--- config.mk ---
export PLATFORM = sky130hd
export DESIGN_NAME = rtnh_mac
export DESIGN_NICKNAME = d
export VERILOG_FILES = /design/src/rtl/rtnh_pkg.sv /design/src/rtl/rtnh_mac.sv
export SDC_FILE = /design/constraint.sdc
export NUM_CORES = 2
export LEC_CHECK = 0
export BUFFER_PORTS_ARGS = -buffer_cell sky130_fd_sc_hd__buf_2
export CAP_MARGIN = 0
export CORE_MARGIN = 3
export CORE_UTILIZATION = 50
export CTS_BUF_LIST = sky130_fd_sc_hd__clkbuf_16
export CTS_CLUSTER_DIAMETER = 100
export DETAILED_ROUTE_END_ITERATION = 8
export PLACE_DENSITY_LB_ADDON = 0.25
export SYNTH_ARGS = -nofsm -noshare
export SYNTH_HDL_FRONTEND = slang
export SYNTH_SLANG_ARGS = --single-unit
--- constraint.sdc ---
create_clock -name i_clk -period 16.55 [get_ports i_clk]
set_clock_uncertainty 0.1 [all_clocks]
set_input_delay 0.8275 -clock i_clk [delete_from_list [all_inputs] [get_ports i_clk]]
set_output_delay 0.8275 -clock i_clk [all_outputs]
set_load 0.01 [all_outputs]
--- src/rtl/rtnh_pkg.sv ---
// Shared constants, codes and types of the ray and triangle nearest-hit engine.
package rtnh_pkg;

    localparam int COORD_W_DEF = 32;
    localparam int DIST_W      = 32;
    localparam int FRAC_BITS   = 16;
    localparam int CFG_W       = 32;
    localparam int CFG_IDX_W   = 3;
    // Wide enough to count the longest multiplier operand at 48-bit coordinates.
    localparam int CNT_W       = 7;
    // Width of the signed cosine-bound constants.
    localparam int KW          = 15;

    localparam logic [KW-1:0] COS_SQ_DEN = 15'd10000;
    localparam logic [KW-1:0] COS_SQ_NUM = 15'd9801;

    typedef enum logic [CFG_IDX_W-1:0] {
        REG_ORG_X,
        REG_ORG_Y,
        REG_ORG_Z,
        REG_DIR_X,
        REG_DIR_Y,
        REG_DIR_Z
    } t_cfg_reg;

    typedef enum logic [1:0] {
        ACC_ZERO,
        ACC_KEEP,
        ACC_LOAD
    } t_acc_mode;

    typedef struct packed {
        logic             start;
        t_acc_mode        mode;
        logic             sub;
        logic [CNT_W-1:0] nbits;
    } t_mac_ctl;

endpackage

--- src/rtl/rtnh_mac.sv ---
// Bit-serial signed multiply-accumulate unit shared by every product of the engine.
module rtnh_mac import rtnh_pkg::*; #(
    parameter int AW = 240,
    parameter int BW = 68
) (
    input  logic                 i_clk,
    input  logic                 i_rst_n,
    input  t_mac_ctl             i_ctl,
    input  logic signed [AW-1:0] i_a,
    input  logic signed [AW-1:0] i_init,
    input  logic signed [BW-1:0] i_b,
    output logic                 o_busy,
    output logic signed [AW-1:0] o_acc
);

    logic                 r_busy;
    logic [CNT_W-1:0]     r_cnt;
    logic                 r_sub;
    logic signed [AW-1:0] r_a;
    logic signed [AW-1:0] r_acc;
    logic signed [BW-1:0] r_b;

    logic                 last;
    logic                 neg;
    logic signed [AW-1:0] n_acc;

    // The top multiplier bit carries negative weight; a subtract flips every term.
    always_comb begin
        last  = (r_cnt == CNT_W'(1));
        neg   = last ^ r_sub;
        n_acc = r_acc;
        if (r_b[0]) begin
            n_acc = neg ? (r_acc - r_a) : (r_acc + r_a);
        end
    end

    always_ff @(posedge i_clk) begin
        if (!i_rst_n) begin
            r_busy <= 1'b0;
            r_cnt  <= '0;
        end else if (i_ctl.start) begin
            r_busy <= 1'b1;
            r_cnt  <= i_ctl.nbits;
            r_sub  <= i_ctl.sub;
            r_a    <= i_a;
            r_b    <= i_b;
            case (i_ctl.mode)
                ACC_ZERO: r_acc <= '0;
                ACC_LOAD: r_acc <= i_init;
                default:  r_acc <= r_acc;
            endcase
        end else if (r_busy) begin
            r_acc <= n_acc;
            r_a   <= r_a <<< 1;
            r_b   <= r_b >>> 1;
            r_cnt <= r_cnt - CNT_W'(1);
            if (last) begin
                r_busy <= 1'b0;
            end
        end
    end

    assign o_busy = r_busy;
    assign o_acc  = r_acc;

endmodule

==> out/qor.log <==
qor: layout.layout-drive-gt1-share 21.1%
qor: layout.layout.cells.most_common_list 800 x sky130_fd_sc_hd__buf_2, 706 x sky130_fd_sc_hd__nand2_1, 573 x sky130_fd_sc_hd__o21ai_0
qor: synthesis.yosys.cell_types.count 91
qor: synthesis.postSynthNetCount 6,332
qor: power.power.total 0.00621 W
qor: critical_path.start_kind register
qor: clocking.cts-root-to-sink-buffers 3
qor: routing.viasPerCell 6.78
qor: clocking.postCtsSetupRepairBufs 0
qor: sta.tns 0 ns
qor: sta.timing.final.crit_period 9.77 ns
qor: routing.drt-total-wl 230,000 µm
qor: outcome.failing_checks capacitance limit, slew limit
qor: sta.finalHoldViolCount 0
qor: layout.postLayoutCellArea 54,600 µm²
qor: routing.post_detailed_route_drc_marker_count 0
qor: power.power_frac_clock 21.9%
qor: power.power_density 114 nW/µm²
qor: critical_path.worst_path_maximum_fanout 10
qor: sta.timing.final.crit_share 59.0%
qor: power.power.switching_fraction 44.7%
qor: floorplan.placement_rows 112
qor: clocking.htree_levels 2
qor: floorplan.die-area 99,200 µm²
qor: clocking.ctsRootBufferMaster sky130_fd_sc_hd__clkbuf_16
qor: critical_path.end_kind register
qor: routing.drt.antenna.violating_nets 0
qor: sta.maxClockFrequency 0.102 GHz
qor: clocking.post_cts_resized 0
qor: place.numPortBuffers 801
qor: synthesis.yosys_register_bits 557
qor: clocking.numCtsBuffers 61
qor: clocking.hold_buffers_post_cts 0
qor: floorplan.fp.dieW 315 µm
qor: sta.grt_setup_unrepaired no
qor: power.p_int 0.00343 W
qor: clocking.clkSinkCount 557
qor: grt.antenna_found_initial 28
qor: clocking.clk_latency 0.72 ns
qor: routing.firstDrtPassIters 9
qor: synthesis.synth.avg_cell_area 8.63 µm²
qor: routing.vias 50,600
qor: sta.worst_case_headroom_to_the_max_slew_limit -6.87%
qor: critical_path.critPathKind reg2reg
qor: place.placedInstanceArea 52,600 µm²
qor: floorplan.die_h 315 µm
qor: synthesis.synth_area 47,700 µm²
qor: clocking.clk_pin_slew_worst_paths 0.07 ns
qor: outcome.run_status complete, but fails checks
qor: power.p_comb_share 48.0%
qor: routing.first_iter_violations 7,510
qor: grt.grt_remaining_overflow 0
qor: power.power.share.sequential 30.1%
qor: power.p_leak 20.2 nW
qor: critical_path.worst-endpoint-required 16.86 ns
qor: clocking.tritoncts yes
qor: layout.syn_to_final_growth 14.4%
qor: layout.commonest_non_fill_non_tap_cell_in_the_layout sky130_fd_sc_hd__buf_2
qor: routing.wl_per_cell 30.8 µm
qor: floorplan.initial_core_util 50.7%
qor: run.max_cap_viol_count 1
qor: sta.worst_hold_slack 0.194 ns
qor: floorplan.floorplan.io_pins 802
qor: power.irDropWorstVdd 0.0000926 V
qor: sta.worstMarginPinSlew 1.60 ns
qor: sta.postLayoutSetupSlackWorst 6.78 ns
qor: sta.maxSlewViolCount 3
qor: power.p_switching 0.00278 W
qor: grt.grt_first_pass_wirelength 322,000 µm
qor: synthesis.yosysSeqAreaShare 34.9%
qor: grt.grt_max_degree 132
qor: synthesis.count_of_flip_flops_with_a_built_in_enable_after_synthesis 549
qor: synthesis.netlist_instances 5,528
qor: place.routabilityCongestion 1.12
qor: grt.grt.total_usage 44.2%
qor: place.dp_hpwl 190,000 µm
qor: grt.first_global_vias 47,400
qor: hold_path.hp-class in2reg
qor: synthesis.warnings_from_yosys 0
qor: synthesis.synth_top_flop_cell sky130_fd_sc_hd__edfxtp_1
qor: layout.design.final.nets 6,948
qor: sta.setup_violations 0
qor: synthesis.synth-async-reset-ratio 0%
qor: place.place_ws 7.40 ns
qor: critical_path.arrival 10.08 ns
qor: floorplan.fp.coreArea 94,000 µm²
## worst max-delay path, stage by stage, from the launching register on
cell                       delay (ns)
sky130_fd_sc_hd__edfxtp_1        0.44
sky130_fd_sc_hd__inv_1           0.12
sky130_fd_sc_hd__ha_1            0.20
sky130_fd_sc_hd__or4b_2          0.69
sky130_fd_sc_hd__nor4_1          0.65
sky130_fd_sc_hd__and4bb_2        0.42
sky130_fd_sc_hd__nor4b_4         0.56
sky130_fd_sc_hd__nand3b_2        0.42
sky130_fd_sc_hd__nor2_1          0.20
sky130_fd_sc_hd__buf_4           0.19
sky130_fd_sc_hd__nand2_1         0.10
sky130_fd_sc_hd__nand2_1         0.28
sky130_fd_sc_hd__xor2_1          0.16
sky130_fd_sc_hd__ha_1            0.42
sky130_fd_sc_hd__nand2_1         0.15
sky130_fd_sc_hd__nor2_1          0.35
sky130_fd_sc_hd__nand2_1         0.24
sky130_fd_sc_hd__nor2_1          0.14
sky130_fd_sc_hd__nand4_1         0.22
sky130_fd_sc_hd__a211o_1         0.36
sky130_fd_sc_hd__o21ai_0         1.03
sky130_fd_sc_hd__a41oi_1         0.56
sky130_fd_sc_hd__o21ai_0         0.86
sky130_fd_sc_hd__a21oi_1         0.19
sky130_fd_sc_hd__xor2_1          0.25
sky130_fd_sc_hd__o21ai_0         0.13
## cell usage after synthesis (23+ instances only)
cell type / count / area share, %
sky130_fd_sc_hd__and3_1: 29 / 0.38
sky130_fd_sc_hd__a21oi_1: 524 / 5.5
sky130_fd_sc_hd__o21bai_1: 77 / 1.2
sky130_fd_sc_hd__o31ai_1: 60 / 0.94
sky130_fd_sc_hd__xnor2_1: 242 / 4.4
sky130_fd_sc_hd__nand4_1: 166 / 2.2
sky130_fd_sc_hd__xor2_1: 233 / 4.3
sky130_fd_sc_hd__ha_1: 242 / 6.3
sky130_fd_sc_hd__nor2_1: 442 / 3.5
sky130_fd_sc_hd__or4_1: 45 / 0.71
sky130_fd_sc_hd__o21a_1: 42 / 0.66
sky130_fd_sc_hd__or3_1: 64 / 0.84
sky130_fd_sc_hd__or2_2: 23 / 0.30
sky130_fd_sc_hd__mux2_2: 299 / 7.1
sky130_fd_sc_hd__o21ai_0: 573 / 6.0
sky130_fd_sc_hd__nand2_1: 706 / 5.6
sky130_fd_sc_hd__a21o_1: 108 / 1.7
sky130_fd_sc_hd__nor3_1: 144 / 1.5
sky130_fd_sc_hd__nand3_1: 71 / 0.74
sky130_fd_sc_hd__o41ai_1: 30 / 0.55
sky130_fd_sc_hd__edfxtp_1: 549 / 35
sky130_fd_sc_hd__a31oi_1: 58 / 0.76
sky130_fd_sc_hd__a21boi_0: 34 / 0.53
sky130_fd_sc_hd__clkbuf_1: 271 / 2.1
sky130_fd_sc_hd__nor4_1: 75 / 0.98
sky130_fd_sc_hd__inv_1: 82 / 0.65
sky130_fd_sc_hd__o211ai_1: 24 / 0.38
sky130_fd_sc_hd__nand2b_1: 32 / 0.42
## power by group through the flow
stage | clock network (W) | logic (W) | registers, W
2_1_floorplan | 0 | 0.00180 | 0.00187
3_3_place_gp | 0 | 0.00284 | 0.00189
3_5_place_dp | 0 | 0.00283 | 0.00189
4_1_cts | 0.00136 | 0.00285 | 0.00186
5_1_grt | 0.00141 | 0.00313 | 0.00187
6_report | 0.00136 | 0.00298 | 0.00187
## layout make-up
| type | instances | area (µm²) |
|---|---|---|
| multi-input combinational | 4599 | 29700 |
| clock inverter | 52 | 413 |
| fill | 8438 | 39500 |
| timing repair buffer | 843 | 4360 |
| clock buffer | 61 | 1530 |
| inverter | 82 | 315 |
| sequential | 557 | 16600 |
| antenna | 14 | 35.0 |
| tap | 1254 | 1570 |
## cell families after synthesis
family | after synthesis | share of synthesized area, %
mux | 300 | 7.08
xor+xnor | 476 | 8.75
fa+ha+maj | 243 | 6.39
compound gates | 1678 | 21.0
buf+inv | 372 | 2.95
flops | 557 | 34.9
simple gates | 1902 | 19.0
## per-layer routing
metal	vias up	global-route usage (%)	routed length, µm
met5	-	0	115
met3	676	9.75	28300
met1	24200	59.0	88200
met2	3760	67.1	98300
met4	16	23.4	15000
li1	21900	-	-
## worst paths after layout
check            from    endpoint  slack [ns]  cells after the start
max            r_a[0]  o_acc[199]        6.78                     25
min          i_ctl[7]       r_sub        0.19                      1
max reg2reg    r_a[0]  o_acc[199]        6.78                     25
min reg2reg   r_b[25]     r_b[24]        0.45                      1
## state kept, by name, indices dropped and copies added (netlist names)
signal	cells
r_sub	1
o_acc	240
r_b	68
r_cnt	7
o_busy	1
r_a	240
## per-stage QoR
stage / instances / util (%)
floorplan: 5528 / -
CTS: 7448 / 58.0
global placement: 7335 / 55.9
global route: 7453 / 58.0
detailed placement: 7335 / 55.9
finish: 7462 / 58.0
Power figures use the tool's default switching activity.
