`src/rtl/rtnh_pkg.sv`:
```
// Shared constants, codes and types of the ray and triangle nearest-hit engine.
package rtnh_pkg;

    localparam int COORD_W_DEF = 32;
    localparam int DIST_W      = 32;
    localparam int FRAC_BITS   = 16;
    localparam int CFG_W       = 32;
    localparam int CFG_IDX_W   = 3;
    // Wide enough to count the longest multiplier operand at 48-bit coordinates.
    localparam int CNT_W       = 7;
    // Width of the signed cosine-bound constants.
    localparam int KW          = 15;

    localparam logic [KW-1:0] COS_SQ_DEN = 15'd10000;
    localparam logic [KW-1:0] COS_SQ_NUM = 15'd9801;

    typedef enum logic [CFG_IDX_W-1:0] {
        REG_ORG_X,
        REG_ORG_Y,
        REG_ORG_Z,
        REG_DIR_X,
        REG_DIR_Y,
        REG_DIR_Z
    } t_cfg_reg;

    typedef enum logic [1:0] {
        ACC_ZERO,
        ACC_KEEP,
        ACC_LOAD
    } t_acc_mode;

    typedef struct packed {
        logic             start;
        t_acc_mode        mode;
        logic             sub;
        logic [CNT_W-1:0] nbits;
    } t_mac_ctl;

endpackage

```
`src/rtl/rtnh_div.sv`:
```
// Restoring serial divider giving the saturated Q16.16 ray parameter.
module rtnh_div import rtnh_pkg::*; #(
    parameter int NUM_W = 102,
    parameter int DEN_W = 101
) (
    input  logic              i_clk,
    input  logic              i_rst_n,
    input  logic              i_start,
    input  logic [NUM_W-1:0]  i_num,
    input  logic [DEN_W-1:0]  i_den,
    output logic              o_busy,
    output logic [DIST_W-1:0] o_quot
);

    localparam int DV = ((NUM_W + FRAC_BITS > DEN_W + DIST_W) ?
                         (NUM_W + FRAC_BITS) : (DEN_W + DIST_W)) + 1;
    localparam int QC_W = $clog2(DIST_W + 1);

    logic              r_busy;
    logic              r_first;
    logic [QC_W-1:0]   r_cnt;
    logic [DV-1:0]     r_rem;
    logic [DV-1:0]     r_dsh;
    logic [DIST_W-1:0] r_q;

    logic [DV-1:0] diff;
    logic          ge;

    always_comb begin
        diff = r_rem - r_dsh;
        ge   = !diff[DV-1];
    end

    // The first step only tests for a quotient of 2^32 or more, which saturates.
    always_ff @(posedge i_clk) begin
        if (!i_rst_n) begin
            r_busy  <= 1'b0;
            r_first <= 1'b0;
            r_cnt   <= '0;
        end else if (i_start) begin
            r_busy  <= 1'b1;
            r_first <= 1'b1;
            r_cnt   <= QC_W'(DIST_W);
            r_rem   <= DV'({i_num, {FRAC_BITS{1'b0}}});
            r_dsh   <= DV'({i_den, {DIST_W{1'b0}}});
            r_q     <= '0;
        end else if (r_busy) begin
            if (r_first) begin
                r_first <= 1'b0;
                r_dsh   <= r_dsh >> 1;
                if (ge) begin
                    r_q    <= '1;
                    r_busy <= 1'b0;
                end
            end else begin
                if (ge) begin
                    r_rem <= diff;
                end
                r_q   <= {r_q[DIST_W-2:0], ge};
                r_dsh <= r_dsh >> 1;
                r_cnt <= r_cnt - QC_W'(1);
                if (r_cnt == QC_W'(1)) begin
                    r_busy <= 1'b0;
                end
            end
        end
    end

    assign o_busy = r_busy;
    assign o_quot = r_q;

endmodule

```
`config.mk`:
```
export PLATFORM = sky130hd
export DESIGN_NAME = rtnh_div
export DESIGN_NICKNAME = d
export VERILOG_FILES = /design/src/rtl/rtnh_pkg.sv /design/src/rtl/rtnh_div.sv
export SDC_FILE = /design/constraint.sdc
export NUM_CORES = 1
export LEC_CHECK = 0
export ABC_AREA = 1
export BUFFER_PORTS_ARGS = -buffer_cell sky130_fd_sc_hd__buf_2
export CAP_MARGIN = 20
export CORE_ASPECT_RATIO = 1.25
export CORE_MARGIN = 10
export CORE_UTILIZATION = 55
export CTS_BUF_LIST = sky130_fd_sc_hd__clkbuf_4
export CTS_CLUSTER_SIZE = 30
export DETAILED_ROUTE_END_ITERATION = 6
export PLACE_DENSITY = 0.75
export SLEW_MARGIN = 30
export SYNTH_ARGS = -nofsm -noshare
export SYNTH_HDL_FRONTEND = slang
export SYNTH_SLANG_ARGS = --single-unit
```
`constraint.sdc`:
```
create_clock -name i_clk -period 12.1 [get_ports i_clk]
set_input_delay 0.605 -clock i_clk [delete_from_list [all_inputs] [get_ports i_clk]]
set_output_delay 0.605 -clock i_clk [all_outputs]
set_load 0.005 [all_outputs]
```
==> metrics, run 1 <==
initial antenna violation count 2; DR pass1 iterations 7; Min-Delay Endpoint r_rem[103]$_DFFE_PP_; Yosys Warn Count 0; most frequent cells in the layout nand2_1 (1,707), inv_1 (905), nor2_1 (433); Worst Max-Slew Pin Slew 922 ps; max_cap viols 0; Critical Path Start Type register; Final period util 33.1%; post-layout util 61.6%; Worst path slowest cell buf_4; R2R Path End r_rem[26]$_DFFE_PP_; Pwr Density 114 mW/mm^2; clk sinks 306; headroom to the max-slew limit 38.5%; post-CTS sizing 0; Min-Delay Path Class in -> reg; Inserted Clock Buffers 77; CTS Buffer Depth 3; DP Wirelength 87,800 um; min-delay src i_num[87]; CP required 12,560 ps; Crit path largest cell delay 620 ps; Worst setup EP type register; Area Growth Syn to Fin 10.7%; clk slew on worst S/H paths 70 ps; Post-Syn Nets 4,669; Initial Utilization 55.7%; Chip Width 218 um; outcome finished with violations; detailed router's first-iteration violation count 3,117; Die Y-Extent 267 um; CORE AREA 0.0483 mm^2; global route total overflow 0; GRT Overall Usage 35.4%; root buf cell clkbuf_4; RSZ-0062 raised after global routing no; CP Max Fanout 46; CTS H-Tree Depth 3; drt wl/cell 19.9 um; IO buf count 238; Gate Count Post-Synth 4,327; commonest non-fill, non-tap cell in the layout nand2_1; final setup fails 0; vias in the first global route 26,600; worst r2r src r_rem[91]$_DFFE_PP_; placer congestion estimate 1.11; max-slew violation count 0; critical path type reg -> reg; Reg2Reg Setup Slack 8090 ps; Hold Crit Depth 3; area of the multi-input gates 0.0142 mm^2; final wirelength 105,000 um; clk_lat worst skew 860 ps; Seq cells post-synth 306; die area 0.0582 mm^2; skew final 45.4 ps; share of cells above drive strength 1 10.1%; Synth cell types 39; CTS tree done; Hold Worst Slack 42.4 ps; CP Cell Sequence ha_1, nand2_1, nor2_1, nand2_1, nor2_2, inv_1, nor2_2, inv_1, nor2_2, nand4_2, nand4_1, nand2_1, inv_4, buf_4; Antenna Nets Post-Route 0; VDD IR max 0.133 mV; count of nets after finishing 4,943; syn_area_per_cell 6.22 um^2; failing checks design-rule violations; Filler cells 4,718; Highest Clock Rate 249 MHz; IO Pins 239; mapped cell area 0.0269 mm^2; routed via count 28,100; first-pass GRT wire length 155,000 um; vias per cell 5.29; Leak Pwr 16.1 nW; largest net degree at the start of global routing 104; final hold vios 0; R2R depth 14; critical path data arrival time 4470 ps; Setup TNS Final 0 ps; num rows 90; Residual DRC 3; register area share after synthesis 33.8%; register area 0.00911 mm^2; fin crit period 4010 ps
-- where the power goes --
part           leakage, nW  switching, mW  internal [mW]
Combinational         12.7          0.886          0.364
Sequential            2.91         0.0247           1.27
Clock                0.561          0.445          0.414
-- critical path: cells and delay by family, from the launching register on --
kind	cells	cell delay [ps]
and+or+nand+nor	9	1510
buffers and inverters	4	1240
adders and majority gates	1	400
DFF	1	390
-- kinds of logic after synthesis --
family	after synthesis	share of synthesized area [%]
AOI/OAI and AO/OA	389	7.74
xor gates and xnor gates	29	0.944
adders and majority gates	136	6.35
buffers and inverters	968	13.5
DFF	306	33.8
and+or+nand+nor	2499	37.6
-- state kept, by name (all words and copies together), names as in the netlist --
name     count
o_busy       1
r_rem      133
r_dsh      133
o_quot      32
r_first      1
r_cnt        6
-- per-layer routing --
| metal | up-vias | track usage [%] | part of all wire [%] |
|---|---|---|---|
| li1 | 13900 | - | - |
| met1 | 12700 | 43.8 | 40 |
| met2 | 1238 | 56.2 | 45 |
| met3 | 263 | 7.60 | 9.0 |
| met4 | 0 | 20.2 | 6.2 |
| met5 | - | 0 | 0 |
-- what timing repair did --
item / in CTS / in global routing
buffers inserted: 0 / 0
hold buffers: 4 / 0
endpoints found under the hold margin: 4 / 0
-- how the worst max path moves through the flow --
stage | startpoint | depth (start not counted) | to | slack (ps)
2_1_floorplan | i_start | 7 | r_rem[0]$_SDFFCE_PP0P_ | 1030
3_3_place_gp | i_start | 8 | r_rem[27]$_DFFE_PP_ | 8180
3_5_place_dp | i_start | 8 | r_rem[27]$_DFFE_PP_ | 8130
4_1_cts | r_rem[91]$_DFFE_PP_ | 14 | r_rem[26]$_DFFE_PP_ | 8180
5_1_grt | r_rem[80]$_DFFE_PP_ | 14 | r_rem[25]$_DFFE_PP_ | 7860
6_report | r_rem[91]$_DFFE_PP_ | 14 | r_rem[26]$_DFFE_PP_ | 8090
-- metrics by stage --
step / area, um^2 / worst slack, ps / power, mW / std cells
5_1_grt: 29800 / 7860 / 3.60 / 5304
2_1_floorplan: 26900 / 1030 / 2.12 / 4327
3_3_place_gp: 28800 / 8180 / 2.51 / 5162
4_1_cts: 29800 / 8180 / 3.39 / 5300
3_5_place_dp: 28800 / 8130 / 2.53 / 5162
6_report: 29800 / 8090 / 3.41 / 5304
-- area by class of cell --
type	instances	share of cell area, %
clock buffer	107	2.70
tap	644	2.71
antenna	4	0.0336
inverter	909	11.5
sequential	306	30.6
multi-input combinational	3053	47.6
timing repair buffer	254	4.47
clock inverter	27	0.445
-- Yosys cell counts --
master,number,area [um^2]
a31oi_1,1,6.26
nor3_2,3,30.0
o21ai_0,151,756
nand3_2,11,110
buf_2,6,30.0
nor3_4,1,16.3
xnor2_1,21,184
fa_1,1,20.0
or2_2,25,156
o41ai_1,1,8.76
o21bai_1,44,330
xor2_1,8,70.1
dfxtp_1,8,160
o21ai_1,9,45.0
buf_1,3,11.3
inv_2,2,7.51
nand2_2,19,119
and2_1,2,12.5
a211oi_1,1,7.51
nand4_1,27,169
nor3b_1,1,7.51
o21a_1,5,37.5
nand4_2,1,12.5
nor2_2,31,194
o31ai_1,1,7.51
a21boi_0,1,7.51
nor2_1,434,1630
a21oi_1,175,876
nand2_1,1707,6410
nor2_4,2,22.5
clkinv_1,1,3.75
clkbuf_1,50,188
ha_1,135,1690
nor3_1,24,120
nand3b_1,14,105
nor4_1,14,87.6
nand3_1,183,916
inv_1,906,3400
edfxtp_1,298,8950
Power figures use the tool's default switching activity.
==> inputs of run 2 (changes only) <==
==> constraint.sdc (replaced) <==
create_clock -name i_clk -period 4.15 [get_ports i_clk]
set_input_delay 0.2075 -clock i_clk [delete_from_list [all_inputs] [get_ports i_clk]]
set_output_delay 0.2075 -clock i_clk [all_outputs]
set_load 0.005 [all_outputs]
==> run 2 against run 1 <==
The flow still finishes with violations (design-rule violations). Highest routed layer is now met5. Combinational power grew to 3.2 times the previous value. Cell area grew 9.5%. Largest power group is now combinational cells. Hold slack gained 91 ps. Clock skew grew 46 ps. Clock power grew to 3.3 times the previous value.
==> metrics, run 2 (same netlist as run 1, synthesis figures left out) <==
IO buf count 238 (unchanged); root buf cell clkbuf_4; Residual DRC 1 (-2); max-slew violation count 0 (unchanged); clk_lat worst skew 900 ps (+40 ps); Worst Slack Setup Final 369 ps (-7720 ps); RSZ-0062 raised after global routing no; headroom to the max-slew limit 34.2% (-4.3 points); design area 0.0326 mm^2 (+9.5%); pre-CTS setup slack 617 ps (-7510 ps); Antenna Nets Post-Route 0 (unchanged); CTS Buffer Depth 3 (unchanged); commonest non-fill, non-tap cell in the layout nand2_1; Initial Utilization 55.7% (unchanged); fin crit period 3780 ps (-227 ps); DR pass1 iterations 7 (unchanged); die area 0.0582 mm^2 (unchanged); clk sinks 306 (unchanged); post-layout util 67.5% (+5.9 points); IO Pins 239 (unchanged); Hold Buf Count CTS 267 (+263); routed via count 30,600 (+9.1%); num rows 90 (unchanged); CORE AREA 0.0483 mm^2 (unchanged); CTS tree done; final hold vios 0 (unchanged); global route total overflow 0 (unchanged); DP Wirelength 87,500 um (-0.35%); Worst setup EP type register; GR Util met1 46.9% (+3.1 points); count of nets after finishing 5,207 (+5.3%); CP Max Fanout 28 (-39%); first-pass GRT wire length 175,000 um (+12%); max_cap viols 0 (unchanged); Chip Width 218 um (unchanged); VDD IR max 0.345 mV (+160%); Final period util 91.1% (+58 points); placer congestion estimate 1.13 (+1.9%); vias in the first global route 29,800 (+12%); Placed Instances 5,162 (unchanged); Leak Pwr 17.3 nW (+7.0%); outcome finished with violations; CTS H-Tree Depth 3 (unchanged); largest net degree at the start of global routing 199 (+91%); drt wl/cell 21.2 um (+6.6%); initial antenna violation count 10 (+8); CP required 4700 ps (-7860 ps); Highest Clock Rate 264 MHz (+6.0%); critical path type reg -> reg; share of cells above drive strength 1 9.61% (-0.44 points); final setup fails 0 (unchanged); skew final 90.9 ps (+45.5 ps); Inserted Clock Buffers 78 (+1.3%); final wirelength 118,000 um (+12%); Min-Delay Path Class in -> reg; fin cells 5,574 (+5.1%); postcts setup bufs 0 (unchanged); Area Growth Syn to Fin 21.2%; clk slew on worst S/H paths 100 ps (+30 ps); detailed router's first-iteration violation count 3,757 (+21%); Hold Worst Slack 134 ps (+91.3 ps); vias per cell 5.49 (+3.8%); met2 Use GR 64.2% (+8.0 points); Die Y-Extent 267 um (unchanged); post-CTS sizing 0 (unchanged); Critical Path Start Type register; critical path data arrival time 4330 ps (-140 ps); placed inst area 0.0289 mm^2 (+0.33%); GRT Overall Usage 39.5% (+4.1 points); layer with the highest usage met2; Worst Max-Slew Pin Slew 987 ps (+65.1 ps); M3 GR Usage 8.56% (+0.96 points); most frequent cells in the layout nand2_1 (1,707), inv_1 (904), nor2_1 (433); Pwr Density 327 mW/mm^2 (+190%); failing checks design-rule violations
-- run 2: cell types whose count changed in the layout (fill, tap and decap cells not counted), sizes merged --
cell	previous run	this run
bufinv	0	3
clkbuf	107	108
clkinv	25	21
clkinvlp	1	2
diode	4	9
dlygate4sd3	4	267
inv	910	911
-- run 2: layout make-up --
cell class / instances / area (um^2)
fillers: 3979 / 15700
multi-input cells: 3053 / 14200
flip-flops and latches: 306 / 9110
repair buffers: 517 / 4050
inverters: 909 / 3420
clock buffers: 108 / 811
well taps: 644 / 806
clock inverters: 28 / 214
diodes: 9 / 22.5
-- run 2: through the flow --
stage | TNS, ps | power [mW]
CTS | 0 | 10.3
global route | 0 | 11.1
floorplan | -108240 | 6.16
global placement | 0 | 7.33
finish | 0 | 10.7
detailed placement | 0 | 7.38
-- run 2: worst paths after layout --
path,start,to,slack (ps),cells past startpoint
max,r_dsh[102]$_DFFE_PP_,r_rem[69]$_DFFE_PP_,370,15
min,i_num[27],r_rem[43]$_DFFE_PP_,130,4
max reg2reg,r_dsh[102]$_DFFE_PP_,r_rem[69]$_DFFE_PP_,370,15
min reg2reg,r_cnt[0]$_SDFFE_PP0P_,r_cnt[0]$_SDFFE_PP0P_,540,2
-- run 2: critical path, stage by stage (launching register included) --
cell,delay (ps)
edfxtp_1,400
inv_1,150
ha_1,320
nand2_1,100
nand2_1,80
a21oi_1,250
o21ai_0,190
nand2_1,100
nand2_1,90
nand2_1,90
nand2_1,70
nor2_1,260
nand4_1,150
nand2_1,140
clkinvlp_4,600
buf_12,430
-- run 2: power by group --
part / switching [mW] / total, mW / internal, mW
Clock: 1.45 / 2.85 / 1.41
Sequential: 0.0882 / 3.80 / 3.72
Combinational: 2.73 / 4.00 / 1.26
Total: 4.27 / 10.7 / 6.38
-- run 2: routing by layer --
layer,share of wire (%),vias to the layer above
met5,0.027,-
met1,38,13900
met2,46,1908
met4,6.8,4
li1,-,14400
met3,9.7,430
